`config.mk`:
```
export PLATFORM = sky130hd
export DESIGN_NAME = sfwb_isqrt
export DESIGN_NICKNAME = d
export VERILOG_FILES = /design/src/hw/rtl/sfwb_pkg.sv /design/src/hw/rtl/sfwb_isqrt.sv
export SDC_FILE = /design/constraint.sdc
export NUM_CORES = 2
export LEC_CHECK = 0
export ABC_AREA = 1
export BUFFER_PORTS_ARGS = -buffer_cell sky130_fd_sc_hd__buf_2
export CAP_MARGIN = 25
export CORE_MARGIN = 2
export CORE_UTILIZATION = 30
export CTS_CLUSTER_DIAMETER = 50
export CTS_CLUSTER_SIZE = 10
export DETAILED_ROUTE_END_ITERATION = 16
export SLEW_MARGIN = 30
export SYNTH_ARGS = -nofsm -noshare
export SYNTH_HDL_FRONTEND = slang
export SYNTH_SLANG_ARGS = --single-unit
export TNS_END_PERCENT = 1
```
`constraint.sdc`:
```
create_clock -name clock -period 2.18 [get_ports clock]
set_clock_uncertainty 0.05 [all_clocks]
set_input_delay 0.218 -clock clock [delete_from_list [all_inputs] [get_ports clock]]
set_output_delay 0.218 -clock clock [all_outputs]
set_load 0.05 [all_outputs]
```
`src/hw/rtl/sfwb_pkg.sv`:
```
`timescale 1ns / 1ps

package sfwb_pkg;

   localparam int POS_W      = 24;
   localparam int DELTA_W    = POS_W + 1;
   localparam int MAG_W      = POS_W;
   localparam int SQ_W       = 2 * MAG_W;
   localparam int SUM_W      = SQ_W + 1;
   localparam int ROOT_W     = 25;
   localparam int LEN_W      = 24;
   localparam int K_W        = 16;
   localparam int K_FRAC     = 8;
   localparam int ADK_W      = MAG_W + K_W;
   localparam int SPLIT_W    = ADK_W / 2;
   localparam int PP_W       = SPLIT_W + ROOT_W;
   localparam int NUM_W      = 65;
   localparam int QUO_W      = 41;
   localparam int MAG_OUT_W  = QUO_W - K_FRAC;
   localparam int FORCE_W    = 32;
   localparam int CSR_IDX_W  = 2;
   localparam int CSR_DATA_W = 24;

   localparam int SQRT_LAT   = ROOT_W + 1;
   localparam int DIV_LAT    = QUO_W + 1;
   localparam int TOTAL_LAT  = 8 + SQRT_LAT + DIV_LAT;

   localparam logic [K_W-1:0]     STIFFNESS_RESET  = 16'd256;
   localparam logic [LEN_W-1:0]   MAX_LENGTH_RESET = 24'hFFFFFF;
   localparam logic [FORCE_W-1:0] FORCE_MAX        = 32'h7FFFFFFF;
   localparam logic [FORCE_W-1:0] FORCE_MIN        = 32'h80000000;

   typedef enum logic [1:0] {
      STATUS_OK     = 2'd0,
      STATUS_SKIP   = 2'd1,
      STATUS_BROKEN = 2'd2
   } status_type;

   typedef enum logic [CSR_IDX_W-1:0] {
      CSR_STIFFNESS  = 2'd0,
      CSR_MAX_LENGTH = 2'd1
   } csr_index_type;

   typedef struct packed {
      logic             neg_x;
      logic             neg_y;
      logic [MAG_W-1:0] adx;
      logic [MAG_W-1:0] ady;
      logic [LEN_W-1:0] rest;
      logic             pin_a;
      logic             pin_b;
      logic             zero;
   } geom_type;

   typedef struct packed {
      logic       neg_x;
      logic       neg_y;
      logic       pin_a;
      logic       pin_b;
      status_type status;
   } tail_type;

   function automatic logic [FORCE_W-1:0] sat_force(input logic [MAG_OUT_W-1:0] mag,
                                                    input logic neg);
      logic [MAG_OUT_W-1:0] neg_mag;
      logic [FORCE_W-1:0]   res;
      neg_mag = -mag;
      if (!neg) begin
         if (mag > MAG_OUT_W'(FORCE_MAX)) res = FORCE_MAX;
         else res = mag[FORCE_W-1:0];
      end else begin
         if (mag > MAG_OUT_W'(FORCE_MIN)) res = FORCE_MIN;
         else res = neg_mag[FORCE_W-1:0];
      end
      return res;
   endfunction

endpackage

```
`src/hw/rtl/sfwb_isqrt.sv`:
```
`timescale 1ns / 1ps

module sfwb_isqrt (
   input  logic                            clock,
   input  logic                            reset,
   input  logic                            in_valid,
   input  logic [sfwb_pkg::SUM_W-1:0]      in_sum,
   output logic                            out_valid,
   output logic [sfwb_pkg::ROOT_W-1:0]     out_root
);

   localparam int RW = sfwb_pkg::ROOT_W;
   localparam int SW = sfwb_pkg::SUM_W;

   logic          vld_ff  [0:RW];
   logic [SW-1:0] rem_ff  [0:RW];
   logic [RW-1:0] root_ff [0:RW];

   always_ff @(posedge clock) begin
      if (reset) vld_ff[0] <= 1'b0;
      else vld_ff[0] <= in_valid;
      rem_ff[0]  <= in_sum;
      root_ff[0] <= '0;
   end

   for (genvar j = 0; j < RW; j++) begin : g_bit
      localparam int B = RW - 1 - j;
      logic [SW+1:0] trial;
      logic          fit;
      logic [SW-1:0] rem_in;
      logic [RW-1:0] root_in;

      assign trial   = ((SW+2)'(root_ff[j]) << (B + 1)) | ((SW+2)'(1) << (2 * B));
      assign fit     = (SW+2)'(rem_ff[j]) >= trial;
      assign rem_in  = fit ? SW'((SW+2)'(rem_ff[j]) - trial) : rem_ff[j];
      assign root_in = fit ? (root_ff[j] | (RW'(1) << B)) : root_ff[j];

      always_ff @(posedge clock) begin
         if (reset) vld_ff[j+1] <= 1'b0;
         else vld_ff[j+1] <= vld_ff[j];
         rem_ff[j+1]  <= rem_in;
         root_ff[j+1] <= root_in;
      end
   end

   assign out_valid = vld_ff[RW];
   assign out_root  = root_ff[RW];

endmodule

```
==> results.json <==
{
  "outcome": "finished, violations left",
  "violations": "setup timing",
  "dieArea_sq_um": 238600,
  "synthTopCellsByArea": "dfxtp_1 45%, nand2_1 16%, inv_1 8.5%",
  "worstPathArrival_ns": 2.94,
  "cts.path.max_buffers": 3,
  "grt-ovfl-total": 0,
  "hold_ws_ns": 0.2299,
  "syn_nets": 10230,
  "syn_area_sq_um": 70420,
  "grt_pass1_wl_um": 362400,
  "cap_viol_max_count": 0,
  "h-tree-depth": 4,
  "antenna_found_initial": 3,
  "tritoncts": "built",
  "synth_area_per_cell_sq_um": 7.161,
  "route.antenna.remaining_nets": 0,
  "path_class": "register to register",
  "drv_slew": 0,
  "async_reset_ff_share_pct": 0,
  "whs_endpoint": "rem_ff[22][1]$_DFF_P_",
  "start_kind": "register",
  "root_buffer": "clkbuf_16",
  "p_total_uw": 128000,
  "fin_ws_ns": -0.04590,
  "port_buffers": 77,
  "worst_slew_pin_slew_ns": 0.5249,
  "synth_top_area_share_pct": 44.80,
  "synthSimpleGateAreaFrac_pct": 30.52,
  "slew_headroom_pct": 64.79,
  "clk_latency_ns": 0.93,
  "vias": 66400,
  "first_pass_iters": 8,
  "p_leak_uw": 0.04828,
  "post_drt_wl_per_cell_um": 16.30,
  "core_area_sq_um": 233000,
  "ys_seq_elements": 1576,
  "synth_top_family_by_area": "simple AND/OR/NAND/NOR gates",
  "max_freq_mhz": 449.3,
  "min_path_type": "register to register",
  "grt_usage_pct": 19.57,
  "start_util_pct": 30.23,
  "r2r_cells": 16,
  "fin_crit_sh_pct": 102.1,
  "synth_fa_ha_area_share_pct": 6.148,
  "dp_hpwl_um": 192300,
  "synth_compound_area_share_pct": 5.501,
  "route.detailed.drc": 0,
  "synth.distinct_cells": 52,
  "peakVddDrop_v": 0.0009257,
  "gp_congestion": 0.9614,
  "worstPathRequired_ns": 2.90,
  "synth-xor-area-share_pct": 3.669,
  "rows": 177,
  "grt_max_degree": 28,
  "rr_startpoint": "root_ff[2][196]$_DFF_P_",
  "io_pins": 78,
  "syn_to_final_growth_pct": 38.76,
  "wirelength_um": 241000,
  "antenna_cells": 0,
  "cp_slowest_stage_delay_ns": 0.34,
  "powerDensity_nw_per_um2": 1310,
  "cp_cell_sequence": "inv_2 > ha_4 > nand2_2 > nor2_2 > buf_4 > nand2_2 > nor2_2 > nand2_1 > nor2_2 > nor2_2 > nand3_4 > inv_8 > buf_6 > clkbuf_16 > nand2_1 > o21ai_0",
  "end_kind": "register",
  "cts.sinks": 1576,
  "cts_made_buffers": 205,
  "rsz0062_at_grt": "yes",
  "min-delay-start": "rem_ff[21][1]$_DFF_P_",
  "fin_util_pct": 41.94,
  "drt-initial-drc-count": 3831,
  "drive_above_1_share_pct": 23.71,
  "synth-main-ff-cell": "dfxtp_1",
  "fin_crit_ns": 2.226,
  "die_w_um": 488.5,
  "yosysWarnings": 0,
  "grt_pass1_vias": 65910,
  "critPathSlowestCell": "dfxtp_2",
  "cp_common_cell": "nor2_2",
  "synth_edf_count": 0,
  "r2r_end": "rem_ff[24][18]$_DFF_P_",
  "synthMuxAreaShare_pct": 0,
  "vias_per_cell": 4.491,
  "clk_pin_slew_ns": 0.06,
  "reg2reg_slack_ns": -0.05,
  "ys_seq_area_share_pct": 44.80,
  "setup_viol": 19,
  "finalHoldViolCount": 0,
  "synth_area_leader_cell": "dfxtp_1",
  "min_path_cells": 0,
  "final_nets": 11960,
  "synth_cells": 9834,
  "die_h_um": 488.5,
  "crit_fanout": 9
}
[where the power goes]
group          internal, uW  leakage [uW]  switching (uW)
Combinational         23800        0.0320           29000
Clock                 19300       0.00312           12900
Sequential            35600        0.0132            7370
Total                 78800        0.0483           49300
[cells in the mapped netlist, types with 22 or more instances]
cell      instances
ha_1            346
nand3_1         505
buf_4            22
o21ai_0         266
xor2_1          138
nor3_1          127
nand2_1        3027
buf_2            35
a21oi_1         346
dfxtp_1        1576
nor4_1           58
xnor2_1         157
nor2_1         1129
nand3b_1         62
nand4_1         196
o21ai_1          50
inv_1          1588
[cells by family (layout without fill, tap and decap cells)]
family | after synthesis | after routing
xor+xnor | 295 | 295
fa+ha+maj | 346 | 346
simple gates | 5197 | 5201
compound gates | 733 | 733
buf+inv | 1686 | 3501
other cells | 1 | 1
flops | 1576 | 1576
[layout by cell type, fill, tap and decap left out, types with 16 or more instances in the layout]
cell type,instances
inv_1,1548
dfxtp_1,1446
o21ai_1,76
xnor2_1,154
buf_12,22
nor2_4,35
clkbuf_16,217
dfxtp_2,114
ha_4,168
nor3_2,23
nor4_1,57
clkbuf_1,16
o21ai_2,27
nand2_2,194
buf_4,1349
a21oi_2,96
nand2_1,2814
dfxtp_4,16
a21oi_1,254
inv_2,43
nand4_1,196
nor2_1,995
nand3_2,37
nor3_1,104
dlygate4sd3_1,102
nand2_4,25
xor2_1,137
buf_2,77
a21o_1,18
ha_1,172
nand3_4,17
o21ai_0,215
nor2_2,126
nand3b_1,62
nand3_1,458
buf_6,20
[through the flow]
stage	setup WS, ns	TNS, ns	cell area (sq um)	std cells
final	-0.04590	-0.5263	97710	14790
after global routing	-0.1201	-14.76	97710	14790
after CTS	-0.1240	-4.535	93740	14730
after detailed placement	-0.6965	-72.90	84470	14310
after global placement	-0.7541	-74.50	84470	14310
after floorplan	0.1796	0	70420	9834
[sequential cells by signal, indices dropped and copies added (netlist names)]
name	count
rem_ff	1225
vld_ff	26
root_ff	325
[how the worst max path moves through the flow]
stage / from / end
2_1_floorplan: root_ff[0][199]$_DFF_P_ / rem_ff[8][40]$_DFF_P_
3_3_place_gp: root_ff[2][37]$_DFF_P_ / root_ff[2][57]$_DFF_P_
3_5_place_dp: root_ff[2][49]$_DFF_P_ / root_ff[2][57]$_DFF_P_
4_1_cts: root_ff[2][69]$_DFF_P_ / rem_ff[19][21]$_DFF_P_
5_1_grt: root_ff[2][68]$_DFF_P_ / rem_ff[19][17]$_DFF_P_
6_report: root_ff[2][196]$_DFF_P_ / rem_ff[24][18]$_DFF_P_
[layout make-up]
class	instances	area (sq um)
Multi-Input combinational cell	6576	36650
Clock buffer	234	5369
Timing Repair inverter	2	25.02
Sequential cell	1576	31750
Fill cell	23590	135300
Timing Repair Buffer	1594	12730
Clock inverter	66	1167
Tap cell	3132	3919
Inverter	1605	6100
[layer usage]
| layer | share of wire [%] | up-vias | global-route usage [%] |
|---|---|---|---|
| met5 | 0 | - | 0 |
| met3 | 4.1 | 658 | 2.737 |
| met1 | 38 | 30140 | 20.78 |
| li1 | - | 33970 | - |
| met4 | 6.8 | 0 | 11.50 |
| met2 | 51 | 1623 | 36.56 |
[worst max-delay path, delay by kind of cell, from the launching register on]
family / cells / cell delay (ns)
buffers and inverters: 5 / 0.56
flip-flops: 1 / 0.34
AND/OR/NAND/NOR: 9 / 0.82
AO/OA/AOI/OAI: 1 / 0.06
adder cells (fa/ha/maj): 1 / 0.29
[what timing repair did]
item | in CTS | in global routing
hold buffers | 102 | 0
hold endpoints to repair | 75 | 0
endpoints found under the setup margin | 502 | 533
gates resized for setup | 370 | 776
setup buffers | 11 | 41
cloned | 9 | 14
pin swaps | 24 | 148
No activity file was read; power rests on OpenSTA's default activity.
